===== src/sv/bfc_pkg.sv =====
package bfc_pkg;

  localparam int BITMAP_BITS = 256;
  localparam int WORD_BITS   = 32;
  localparam int NUM_WORDS   = (BITMAP_BITS + WORD_BITS - 1) / WORD_BITS;
  localparam int WORD_IDX_W  = (NUM_WORDS > 1) ? $clog2(NUM_WORDS) : 1;
  localparam int BIT_IDX_W   = $clog2(WORD_BITS);
  localparam int CNT_W       = 9;
  localparam int HI_W        = CNT_W - BIT_IDX_W;

  localparam int OP_W     = 4;
  localparam int INDEX_W  = 8;
  localparam int STATUS_W = 2;
  localparam int POS_W    = 8;

  typedef logic [WORD_BITS-1:0]  word_t;
  typedef logic [WORD_IDX_W-1:0] word_idx_t;
  typedef logic [BIT_IDX_W-1:0]  bit_idx_t;
  typedef logic [CNT_W-1:0]      cnt_t;

  typedef enum logic [OP_W-1:0] {
    OP_TEST         = 4'd0,
    OP_SET          = 4'd1,
    OP_CLEAR        = 4'd2,
    OP_TOGGLE       = 4'd3,
    OP_SET_IF_ZERO  = 4'd4,
    OP_CLEAR_IF_ONE = 4'd5,
    OP_HIGH_ONE     = 4'd6,
    OP_HIGH_ZERO    = 4'd7,
    OP_LOW_ONE      = 4'd8,
    OP_LOW_ZERO     = 4'd9
  } op_t;

  typedef enum logic [STATUS_W-1:0] {
    ST_DONE    = 2'd0,
    ST_REFUSED = 2'd1,
    ST_NO_DATA = 2'd2
  } status_t;

  typedef enum logic [2:0] {
    S_IDLE,
    S_BIT,
    S_SCAN,
    S_DONE
  } state_t;

  // request to the find unit
  typedef struct packed {
    word_t word;
    word_t mask;
    logic  want;
    logic  high;
  } find_req_t;

  // answer of the find unit
  typedef struct packed {
    logic     found;
    bit_idx_t bit_pos;
  } find_rsp_t;

endpackage


===== src/sv/bfc_in_if.sv =====
interface bfc_in_if;
  logic                           valid;
  logic                           ready;
  logic [bfc_pkg::OP_W-1:0]       op;
  logic [bfc_pkg::INDEX_W-1:0]    bit_index;

  modport source (output valid, output op, output bit_index, input ready);
  modport sink (input valid, input op, input bit_index, output ready);
endinterface


===== src/sv/bfc_out_if.sv =====
interface bfc_out_if;
  logic                           valid;
  logic                           ready;
  logic [bfc_pkg::STATUS_W-1:0]   status;
  logic                           bit_value;
  logic [bfc_pkg::POS_W-1:0]      position;

  modport source (output valid, output status, output bit_value, output position,
                  input ready);
  modport sink (input valid, input status, input bit_value, input position,
                output ready);
endinterface


===== src/sv/bfc_find_unit.sv =====
module bfc_find_unit (
  input  bfc_pkg::find_req_t req,
  output bfc_pkg::find_rsp_t rsp
);

  bfc_pkg::word_t    cand;
  bfc_pkg::word_t    cand_ord;
  bfc_pkg::bit_idx_t low_pos;

  // candidates are bits equal to the wanted value inside the search window
  assign cand = (req.want ? req.word : ~req.word) & req.mask;

  // highest search runs as a lowest search on the bit-reversed word
  always_comb begin
    for (int i = 0; i < bfc_pkg::WORD_BITS; i++) begin
      cand_ord[i] = req.high ? cand[bfc_pkg::WORD_BITS-1-i] : cand[i];
    end
  end

  always_comb begin
    low_pos = '0;
    for (int i = bfc_pkg::WORD_BITS - 1; i >= 0; i--) begin
      if (cand_ord[i]) begin
        low_pos = bfc_pkg::BIT_IDX_W'(i);
      end
    end
  end

  assign rsp.found   = |cand;
  assign rsp.bit_pos = req.high ? bfc_pkg::BIT_IDX_W'(bfc_pkg::WORD_BITS - 1) - low_pos
                                : low_pos;

endmodule


===== src/sv/bitmap_find_and_claim_core.sv =====
// sequence: bit operations pass through S_BIT and S_DONE, searches through S_SCAN
// (word by word, up to eight bitmap words) and S_DONE, and unused op codes or a
// search over an empty span go straight to S_DONE; S_DONE loads the output register
// throughput: one request at a time, the next is taken only after the result has
// entered the output register, which waits while out_ch stalls
// reset: rst_n is synchronous active low, clears the bitmap to all zero, sets
// bits_in_use to 256 and empties the output register
module bitmap_find_and_claim_core (
  input  logic                      clk,
  input  logic                      rst_n,
  bfc_in_if.sink                    in_ch,
  bfc_out_if.source                 out_ch,
  input  logic                      cfg_we,
  input  logic [bfc_pkg::CNT_W-1:0] cfg_wdata
);

  // bitmap storage, one word read and one word written per cycle
  bfc_pkg::word_t bitmap_r [bfc_pkg::NUM_WORDS];

  bfc_pkg::state_t state_r, state_nxt;

  // configuration
  bfc_pkg::cnt_t bits_in_use_r;

  // latched request
  logic [bfc_pkg::OP_W-1:0]    op_r, op_nxt;
  logic [bfc_pkg::INDEX_W-1:0] idx_r, idx_nxt;
  bfc_pkg::cnt_t               n_r, n_nxt;
  bfc_pkg::word_idx_t          last_r, last_nxt;
  bfc_pkg::word_idx_t          ptr_r, ptr_nxt;

  // pending result
  logic [bfc_pkg::STATUS_W-1:0] res_status_r, res_status_nxt;
  logic                         res_bv_r, res_bv_nxt;
  logic [bfc_pkg::POS_W-1:0]    res_pos_r, res_pos_nxt;

  // output register
  logic                         out_valid_r, out_valid_nxt;
  logic [bfc_pkg::STATUS_W-1:0] out_status_r, out_status_nxt;
  logic                         out_bv_r, out_bv_nxt;
  logic [bfc_pkg::POS_W-1:0]    out_pos_r, out_pos_nxt;

  // memory access
  bfc_pkg::word_idx_t rd_addr;
  bfc_pkg::word_t     rd_word;
  logic               wr_en;
  bfc_pkg::word_idx_t wr_addr;
  bfc_pkg::word_t     wr_word;

  // request decode at accept time
  logic          in_fire;
  bfc_pkg::cnt_t n_sat;
  bfc_pkg::cnt_t n_m1;

  // bit operation datapath
  bfc_pkg::cnt_t      idx_ext;
  logic               idx_ok;
  bfc_pkg::word_idx_t idx_word;
  bfc_pkg::bit_idx_t  idx_bit;
  logic               bit_old;

  // search datapath
  logic                 op_high;
  logic                 op_want;
  logic [bfc_pkg::HI_W-1:0] ptr_ext;
  bfc_pkg::find_req_t   find_req;
  bfc_pkg::find_rsp_t   find_rsp;
  logic                 scan_last;

  bfc_find_unit u_find (
    .req (find_req),
    .rsp (find_rsp)
  );

  assign in_ch.ready   = (state_r == bfc_pkg::S_IDLE);
  assign in_fire       = in_ch.valid && in_ch.ready;

  assign out_ch.valid     = out_valid_r;
  assign out_ch.status    = out_status_r;
  assign out_ch.bit_value = out_bv_r;
  assign out_ch.position  = out_pos_r;

  // bits_in_use above the bitmap size saturates
  assign n_sat = (bits_in_use_r > bfc_pkg::CNT_W'(bfc_pkg::BITMAP_BITS))
               ? bfc_pkg::CNT_W'(bfc_pkg::BITMAP_BITS) : bits_in_use_r;
  assign n_m1  = n_sat - bfc_pkg::CNT_W'(1);

  // addressed bit; positions past the bitmap read as zero and are never written
  assign idx_ext  = bfc_pkg::CNT_W'(idx_r);
  assign idx_ok   = idx_ext < bfc_pkg::CNT_W'(bfc_pkg::BITMAP_BITS);
  assign idx_word = idx_ext[bfc_pkg::BIT_IDX_W +: bfc_pkg::WORD_IDX_W];
  assign idx_bit  = idx_ext[bfc_pkg::BIT_IDX_W-1:0];

  assign rd_addr = (state_r == bfc_pkg::S_BIT) ? idx_word : ptr_r;
  assign rd_word = bitmap_r[rd_addr];
  assign bit_old = idx_ok && rd_word[idx_bit];

  // search direction and wanted bit value
  assign op_high = (op_r == bfc_pkg::OP_HIGH_ONE) || (op_r == bfc_pkg::OP_HIGH_ZERO);
  assign op_want = (op_r == bfc_pkg::OP_HIGH_ONE) || (op_r == bfc_pkg::OP_LOW_ONE);

  // window of the current word that lies below bits_in_use
  assign ptr_ext = bfc_pkg::HI_W'(ptr_r);
  always_comb begin
    find_req.word = rd_word;
    find_req.want = op_want;
    find_req.high = op_high;
    priority if (ptr_ext < n_r[bfc_pkg::CNT_W-1:bfc_pkg::BIT_IDX_W]) begin
      find_req.mask = '1;
    end else if (ptr_ext == n_r[bfc_pkg::CNT_W-1:bfc_pkg::BIT_IDX_W]) begin
      find_req.mask = (bfc_pkg::WORD_BITS'(1) << n_r[bfc_pkg::BIT_IDX_W-1:0])
                    - bfc_pkg::WORD_BITS'(1);
    end else begin
      find_req.mask = '0;
    end
  end

  // low searches end at the top word in use, high searches at word zero
  assign scan_last = op_high ? (ptr_r == '0) : (ptr_r == last_r);

  always_comb begin
    state_nxt      = state_r;
    op_nxt         = op_r;
    idx_nxt        = idx_r;
    n_nxt          = n_r;
    last_nxt       = last_r;
    ptr_nxt        = ptr_r;
    res_status_nxt = res_status_r;
    res_bv_nxt     = res_bv_r;
    res_pos_nxt    = res_pos_r;
    out_valid_nxt  = out_valid_r && !out_ch.ready;
    out_status_nxt = out_status_r;
    out_bv_nxt     = out_bv_r;
    out_pos_nxt    = out_pos_r;
    wr_en          = 1'b0;
    wr_addr        = idx_word;
    wr_word        = rd_word;

    unique case (state_r)
      bfc_pkg::S_IDLE: begin
        if (in_fire) begin
          op_nxt         = in_ch.op;
          idx_nxt        = in_ch.bit_index;
          n_nxt          = n_sat;
          last_nxt       = n_m1[bfc_pkg::BIT_IDX_W +: bfc_pkg::WORD_IDX_W];
          res_status_nxt = bfc_pkg::ST_DONE;
          res_bv_nxt     = 1'b0;
          res_pos_nxt    = '0;
          priority if (in_ch.op <= bfc_pkg::OP_CLEAR_IF_ONE) begin
            state_nxt = bfc_pkg::S_BIT;
          end else if (in_ch.op <= bfc_pkg::OP_LOW_ZERO) begin
            if (n_sat == '0) begin
              // nothing to search
              res_status_nxt = bfc_pkg::ST_NO_DATA;
              state_nxt      = bfc_pkg::S_DONE;
            end else begin
              ptr_nxt   = ((in_ch.op == bfc_pkg::OP_HIGH_ONE) ||
                           (in_ch.op == bfc_pkg::OP_HIGH_ZERO))
                        ? n_m1[bfc_pkg::BIT_IDX_W +: bfc_pkg::WORD_IDX_W] : '0;
              state_nxt = bfc_pkg::S_SCAN;
            end
          end else begin
            // unused op code: all-zero result, no change
            state_nxt = bfc_pkg::S_DONE;
          end
        end
      end

      bfc_pkg::S_BIT: begin
        res_bv_nxt = bit_old;
        wr_en      = idx_ok && (op_r != bfc_pkg::OP_TEST);
        wr_addr    = idx_word;
        unique case (op_r)
          bfc_pkg::OP_SET:    wr_word[idx_bit] = 1'b1;
          bfc_pkg::OP_CLEAR:  wr_word[idx_bit] = 1'b0;
          bfc_pkg::OP_TOGGLE: wr_word[idx_bit] = ~bit_old;
          bfc_pkg::OP_SET_IF_ZERO: begin
            if (bit_old) begin
              res_status_nxt = bfc_pkg::ST_REFUSED;
            end
            wr_word[idx_bit] = 1'b1;
          end
          bfc_pkg::OP_CLEAR_IF_ONE: begin
            if (!bit_old) begin
              res_status_nxt = bfc_pkg::ST_REFUSED;
            end
            wr_word[idx_bit] = 1'b0;
          end
          default: wr_en = 1'b0;
        endcase
        state_nxt = bfc_pkg::S_DONE;
      end

      bfc_pkg::S_SCAN: begin
        if (find_rsp.found) begin
          // claim the found bit by flipping it
          wr_en          = 1'b1;
          wr_addr        = ptr_r;
          wr_word        = rd_word;
          wr_word[find_rsp.bit_pos] = ~op_want;
          res_status_nxt = bfc_pkg::ST_DONE;
          res_bv_nxt     = op_want;
          res_pos_nxt    = bfc_pkg::POS_W'({ptr_r, find_rsp.bit_pos});
          state_nxt      = bfc_pkg::S_DONE;
        end else if (scan_last) begin
          res_status_nxt = bfc_pkg::ST_NO_DATA;
          state_nxt      = bfc_pkg::S_DONE;
        end else begin
          ptr_nxt = op_high ? ptr_r - bfc_pkg::WORD_IDX_W'(1)
                            : ptr_r + bfc_pkg::WORD_IDX_W'(1);
        end
      end

      bfc_pkg::S_DONE: begin
        // hand the result over once the output register is free
        if (!out_valid_r || out_ch.ready) begin
          out_valid_nxt  = 1'b1;
          out_status_nxt = res_status_r;
          out_bv_nxt     = res_bv_r;
          out_pos_nxt    = res_pos_r;
          state_nxt      = bfc_pkg::S_IDLE;
        end
      end

      default: state_nxt = bfc_pkg::S_IDLE;
    endcase
  end

  always_ff @(posedge clk) begin
    if (!rst_n) begin
      state_r       <= bfc_pkg::S_IDLE;
      out_valid_r   <= 1'b0;
      bits_in_use_r <= bfc_pkg::CNT_W'(256);
    end else begin
      state_r     <= state_nxt;
      out_valid_r <= out_valid_nxt;
      if (cfg_we) begin
        bits_in_use_r <= cfg_wdata;
      end
    end
  end

  // bitmap words, all zero after reset
  always_ff @(posedge clk) begin
    if (!rst_n) begin
      for (int i = 0; i < bfc_pkg::NUM_WORDS; i++) begin
        bitmap_r[i] <= '0;
      end
    end else if (wr_en) begin
      bitmap_r[wr_addr] <= wr_word;
    end
  end

  // payload registers
  always_ff @(posedge clk) begin
    op_r         <= op_nxt;
    idx_r        <= idx_nxt;
    n_r          <= n_nxt;
    last_r       <= last_nxt;
    ptr_r        <= ptr_nxt;
    res_status_r <= res_status_nxt;
    res_bv_r     <= res_bv_nxt;
    res_pos_r    <= res_pos_nxt;
    out_status_r <= out_status_nxt;
    out_bv_r     <= out_bv_nxt;
    out_pos_r    <= out_pos_nxt;
  end

endmodule

===== src/flat_wrapper.sv =====
// flat-port wrapper written by rule: the top's interface ports become plain ports
module bitmap_find_and_claim_core_flat 
  (clk, rst_n, cfg_we, cfg_wdata, in_ch_valid, in_ch_op, in_ch_bit_index, in_ch_ready, out_ch_valid, out_ch_status, out_ch_bit_value, out_ch_position, out_ch_ready);
  bfc_in_if in_ch_i ();
  bfc_out_if out_ch_i ();
  input  logic clk;
  input  logic rst_n;
  input  logic cfg_we;
  input  logic [bfc_pkg::CNT_W-1:0] cfg_wdata;
  input wire logic [$bits(in_ch_i.valid)-1:0] in_ch_valid;
  input wire logic [$bits(in_ch_i.op)-1:0] in_ch_op;
  input wire logic [$bits(in_ch_i.bit_index)-1:0] in_ch_bit_index;
  output wire logic [$bits(in_ch_i.ready)-1:0] in_ch_ready;
  output wire logic [$bits(out_ch_i.valid)-1:0] out_ch_valid;
  output wire logic [$bits(out_ch_i.status)-1:0] out_ch_status;
  output wire logic [$bits(out_ch_i.bit_value)-1:0] out_ch_bit_value;
  output wire logic [$bits(out_ch_i.position)-1:0] out_ch_position;
  input wire logic [$bits(out_ch_i.ready)-1:0] out_ch_ready;
  assign in_ch_i.valid = in_ch_valid;
  assign in_ch_i.op = in_ch_op;
  assign in_ch_i.bit_index = in_ch_bit_index;
  assign in_ch_ready = in_ch_i.ready;
  assign out_ch_valid = out_ch_i.valid;
  assign out_ch_status = out_ch_i.status;
  assign out_ch_bit_value = out_ch_i.bit_value;
  assign out_ch_position = out_ch_i.position;
  assign out_ch_i.ready = out_ch_ready;
  bitmap_find_and_claim_core u_core (.clk(clk), .rst_n(rst_n), .in_ch(in_ch_i), .out_ch(out_ch_i), .cfg_we(cfg_we), .cfg_wdata(cfg_wdata));
endmodule

===== config.mk =====
export PLATFORM = sky130hd
export DESIGN_NAME = bitmap_find_and_claim_core_flat
export DESIGN_NICKNAME = d
export VERILOG_FILES = /design/src/sv/bfc_pkg.sv /design/src/sv/bfc_in_if.sv /design/src/sv/bfc_out_if.sv /design/src/sv/bfc_find_unit.sv /design/src/sv/bitmap_find_and_claim_core.sv /design/src/flat_wrapper.sv
export SDC_FILE = /design/constraint.sdc
export NUM_CORES = 1
export LEC_CHECK = 0
export ABC_AREA = 1
export BUFFER_PORTS_ARGS = -buffer_cell sky130_fd_sc_hd__buf_4
export CORE_MARGIN = 5
export CORE_UTILIZATION = 64
export DETAILED_ROUTE_END_ITERATION = 6
export PLACE_DENSITY_LB_ADDON = 0.15
export SYNTH_ARGS = -nofsm -noshare
export SYNTH_HDL_FRONTEND = slang
export SYNTH_SLANG_ARGS = --single-unit

===== constraint.sdc =====
create_clock -name clk -period 6.2 [get_ports clk]
set_input_delay 1.24 -clock clk [delete_from_list [all_inputs] [get_ports clk]]
set_output_delay 1.24 -clock clk [all_outputs]
set_load 0.1 [all_outputs]

# [After elaboration in Yosys (flattened, before gate mapping)]
# Memories as Yosys holds them, arrays and structs flattened.
# Index checks and enable logic that the tools add are counted.
# W data, S select, Z words.
[word_totals] ff_bits=62 ramBits=256 inputBits=26 elab_cells=223 mem_count=1
[classes] addsub=5 order_cmp=9 n_eq_ne=27 shifts=1 n_mux=129 bitwise_logic=7 n_reduce_logical=30
[memory_table] memory="u_core.bitmap_r" depth=8 width=32 rd=1 rd_ports_with_merged_regs=0 write_ports=8 line="bitmap_find_and_claim_core.sv:18" text="bfc_pkg::word_t bitmap_r [bfc_pkg::NUM_WORDS];"
[op_table] operator="$mux W5" count=33
[op_table] operator="$mux W32" count=5
[op_table] operator="$pmux W32 S3" count=1
[op_table] operator="$and A32 B32 Y32" count=2
[op_table] operator="$bwmux W32" count=2
[op_table] operator="$not A32 Y32" count=2
[op_table] operator="$pmux W32 S2" count=1
[op_table] operator="$reduce_or A32 Y1" count=2
[op_table] operator="$mux W3" count=17
[op_table] operator="$mux W1" count=49
[op_table] operator="$or A32 B32 Y32" count=1
[op_table] operator="$shl A1 B5 Y32 const A" count=1
[op_table] operator="$sub A32 B2 Y32 const B" count=1
[op_table] operator="$eq A4 B3 Y1 const B" count=6
[op_table] operator="$mux W2" count=8
[op_table] operator="$mux W8" count=2
[op_table] operator="$pmux W8 S2" count=1
[op_table] operator="$lt A5 B6 Y1 const B" count=2
[op_table] operator="$ne A2 B2 Y1 const B" count=6
[op_table] operator="$pmux W3 S4" count=1
[op_table] operator="$demux W1 S5" count=2
[op_table] operator="$ge A5 B1 Y1 const B" count=2
[op_table] operator="$gt A9 B9 Y1 const B" count=1
[op_table] operator="$logic_not A9 Y1" count=1
[op_table] operator="other kinds (40)" count=59

# [Longest topological paths before layout]
# An unclocked memory read counts as a cell.
[depth] ltp_word=49 mapped_depth=52 ltp_nobuf=49

# [Cells and area by module]
# A second synthesis with hierarchy kept.
[unflattened] cells_unflattened=2761 hier_area_um2=20266.9
[by_module_without_submodules] module="bitmap_find_and_claim_core" instances=1 cells_each=2446 area_per_inst_um2=18856.8 seq_area_each_um2=9399.0
[by_module_without_submodules] module="bfc_find_unit" instances=1 cells_each=315 area_per_inst_um2=1410.1 seq_area_each_um2=0.0

# [Worst setup path before layout]
# OpenSTA, ideal clock, no wires.
[synth_path] path_type="register -> register" from="register u_core.state_r[1]" to="memory u_core.bitmap_r[2][0] in the netlist's numbering, enable pin" arrival_time_ns=4.259 slack_ns=1.461 stages_incl_launch_ff=29 path_buffers=5 synth_period_minus_slack_ns=4.739 cell_sequence="dfxtp_1 -> inv_1 -> ha_1 -> buf_6 -> nand2_2 -> o21ai_4 -> inv_4 -> buf_6 -> buf_2 -> buf_4 -> o21ai_0 -> o221ai_1 -> nand2_2 -> xor2_1 -> nand2_1 -> nand2_1 -> nor3_1 -> nand4_1 -> nor3_1 -> nand2_1 -> inv_1 -> nor2_1 -> inv_1 -> nand2_1 -> o21ai_0 -> nor2_1 -> nand2_1 -> buf_1 -> nand2_1"
[synth_rtl] item="from (decl)" line="bitmap_find_and_claim_core.sv:20" text="bfc_pkg::state_t state_r, state_nxt;"
[synth_rtl] item="from (signal assigned)" line="bitmap_find_and_claim_core.sv:231" text="state_r <= bfc_pkg::S_IDLE;"
[synth_rtl] item="from (signal assigned)" line="bitmap_find_and_claim_core.sv:235" text="state_r <= state_nxt;"
[synth_rtl] item="to (decl)" line="bitmap_find_and_claim_core.sv:18"

==> summary.txt <==
Power and ir drop
  • Power Dens Cells: about 550 nW/µm²
  • VDD IR max: 0.454 mV
  • Leakage power: 8.35 nW
  • Pwr Total: 12.0 mW

GRT
  • Vias in the first global route: 16700
  • Total GRT Usage: 0.328
  • Antenna violations before repair: 0
  • Global-route wire length before repair: between 90 and 100 mm
  • Gr ovfl total: 0
  • Largest net degree at the start of global routing: 61

Logic synthesis
  • Post-synth ARST share: 0
  • Seq/Total Area, Yosys: 0.471
  • Mapped Area: 20000 µm²
  • EDFF count, synth: ~310
  • Synth unique cells: 64
  • Mapped Cells: ~2300
  • Ys Warns: 0
  • Synth Area per Inst: about 8.5 µm²
  • Yosys reg bits: roughly 320
  • Ys flop type: edfxtp_1
  • Net Count, Synth: around 2400

Detailed routing
  • First-pass DRT Iterations: 6
  • # DRC: 0
  • Via density: 6.44
  • Post-Route WL: 59.2 mm
  • DRT iter0 DRCs: approximately 2400
  • Post-route ant nets: 0
  • WL/cell: between 20 and 25 µm
  • Via count: between 15000 and 20000

Finish
  • Final cell count without fillers: between 2000 and 3000
  • Final core occ: 0.707
  • Nets: approximately 2300
  • Layout cells sized above 1: 0.193
  • Most frequent cells in the layout: 361 x nor2_1, 351 x nand2_1, 305 x edfxtp_1, 192 x o21ai_0, 155 x nor2_2
  • Layout area overhead: 8.64%
  • Most common cell after layout, fill and taps aside: nor2_1
  • Ant. Diodes: 0

Critical path
  • FF-to-FF path depth: 36
  • R2R Setup Slk: slightly below 0.6 ns
  • RR Endpoint: u_core.bitmap_r[3][28]$_SDFFCE_PN0P_
  • Critical Path AT: about 6 ns
  • Slowest cell on the critical path: edfxtp_1
  • Crit. End Element: flip-flop
  • Critical Path Max Stage Delay: between 0.6 and 0.7 ns
  • Crit path kind: reg -> reg
  • CP bufs+invs: 5
  • Reg2reg start: u_core.n_r[2]$_DFFE_PP_
  • Cell mode on critical path: nand2_1
  • Worst Path Max Fanout: 33
  • Delay-heaviest family, CP: simple AND/OR/NAND/NOR gates
  • Startpoint Class: flip-flop
  • Worst setup path startpoint: u_core.n_r[2]$_DFFE_PP_
  • Req. time, crit path: between 6 and 7 ns

STA
  • Final hold vios: 0
  • RSZ-0062 raised after global routing: false
  • Max Slew Vio Count: 0
  • Final setup viols: 0
  • Pin slew with the least headroom to its limit: between 1 and 1.5 ns
  • Fin Setup TNS: 0 ns
  • Fmax achieved: between 150 and 200 MHz
  • Crit share post-route: 0.905
  • Min cycle time layout: about 5.6 ns
  • Post-route setup slack: around 0.59 ns
  • Clock Skew: between 0.02 and 0.025 ns
  • Slew margin rel.: 0.257

Clocking
  • Hold buffer count at CTS: 0
  • Longest Clk Path Bufs: 3
  • Post-CTS sizing: 0
  • CTS buffer count: 34
  • Post-CTS Setup Bufs: 0
  • Clock insertion delay at the later pin of the skew report: between 0.5 and 0.6 ns
  • CTS tree: done
  • Clock root buffer: clkbuf_16
  • Clock Pin Slew Worst Setup and Hold Paths: approximately 0.06 ns
  • H-tree levels: 2
  • Sink Count: ~320

Hold path
  • Worst min-delay path class: reg -> reg
  • Hold path start: u_core.res_pos_r[5]$_SDFFCE_PN0P_
  • WHS Path Cells: 0
  • Hold Path End: u_core.out_ch.position[5]$_DFFE_PP_

Placement
  • RD Place Congestion: roughly 1
  • Cell total after placement: 2672
  • Pre-CTS WS: between 0.6 and 0.7 ns
  • Post-DP HPWL: around 38 mm
  • IO buf count: 38

Die
  • Die area: roughly 35000 µm²
  • Core area: roughly 30000 µm²
  • Cell Rows: 64
  • Die Wd: about 190 µm
  • Die Span Y: between 150 and 200 µm
  • Ports: 39
  • Initial Utilization: 0.651

Run
  • Max Cap Viol: 0

Status
  • Outcome: finished clean
==> Yosys cell counts, drive strengths merged, types with 3 or more instances <==
| cell | number | area share |
|---|---|---|
| a211oi | 3 | 0.0014 |
| a21oi | 126 | 0.032 |
| a221oi | 4 | 0.0018 |
| a22o | 4 | 0.0018 |
| a31oi | 6 | 0.0019 |
| buf | 85 | 0.032 |
| clkbuf | 66 | 0.013 |
| dfxtp | 12 | 0.012 |
| edfxtp | 305 | 0.46 |
| ha | 8 | 0.0050 |
| inv | 135 | 0.026 |
| nand2 | 433 | 0.096 |
| nand3 | 106 | 0.027 |
| nand4 | 73 | 0.024 |
| nor2 | 524 | 0.12 |
| nor3 | 17 | 0.0045 |
| nor4 | 4 | 0.0013 |
| o211ai | 11 | 0.0056 |
| o21ai | 266 | 0.068 |
| o221ai | 51 | 0.023 |
| o311ai | 32 | 0.014 |
| o31ai | 3 | 0.0016 |
| or2 | 6 | 0.0021 |
| xor2 | 39 | 0.020 |
==> through the flow <==
step	hold WS, ns	instance area [µm²]
global route	0.433	21700
detailed placement	0.412	20500
finish	0.419	21700
floorplan	0.400	20000
global placement	0.403	20500
CTS	0.424	21700
==> power by group <==
| part | internal [mW] | total [mW] | switching (mW) |
|---|---|---|---|
| Combinational | 1.81 | 7.23 | 5.41 |
| Clock | 1.24 | 2.09 | 0.843 |
| Sequential | 2.57 | 2.66 | 0.0894 |
| Total | 5.63 | 12.0 | 6.35 |
==> worst max-delay path by stage <==
stage | to | slack, ns | cells past startpoint
detailed placement | u_core.bitmap_r[7][9]$_SDFFCE_PN0P_ | 0.61 | 47
CTS | u_core.bitmap_r[1][13]$_SDFFCE_PN0P_ | 0.61 | 47
global route | u_core.bitmap_r[3][28]$_SDFFCE_PN0P_ | 0.12 | 36
finish | u_core.bitmap_r[3][28]$_SDFFCE_PN0P_ | 0.59 | 36
global placement | u_core.bitmap_r[1][31]$_SDFFCE_PN0P_ | 0.77 | 41
floorplan | u_core.bitmap_r[2][0]$_SDFFCE_PN0P_ | 1.46 | 28
==> cells by family (layout without fill, tap and decap cells) <==
kind of cell,count (synthesis),in the layout,share of synthesized area
and+or+nand+nor,1167,1167,0.278
AOI/OAI and AO/OA,515,515,0.155
DFF,317,317,0.471
buffers and inverters,287,289,0.0700
xor gates and xnor gates,41,41,0.0210
adders and majority gates,9,9,0.00602
==> metal layers <==
layer / global-route usage / share of wire
met1: 0.461 / 0.39
met2: 0.525 / 0.47
met3: 0.0497 / 0.11
met4: 0.117 / 0.034
met5: 0 / 0
==> cell type report <==
cell class,instances,area [µm²]
sequential,317,9400
clock buffer,45,976
multi-input combinational,1732,9260
clock inverter,17,178
timing repair buffer,91,871
tap,396,495
fill,2317,8980
inverter,136,515
==> sequential cells by signal (all words and copies together) (netlist names), 4 cells and up <==
signal                  count
u_core.op_r                 4
u_core.n_r                  9
u_core.idx_r                8
u_core.bitmap_r           256
u_core.out_ch.position      8
u_core.res_pos_r            8
u_core.bits_in_use_r        9
Power figures use the tool's default switching activity.
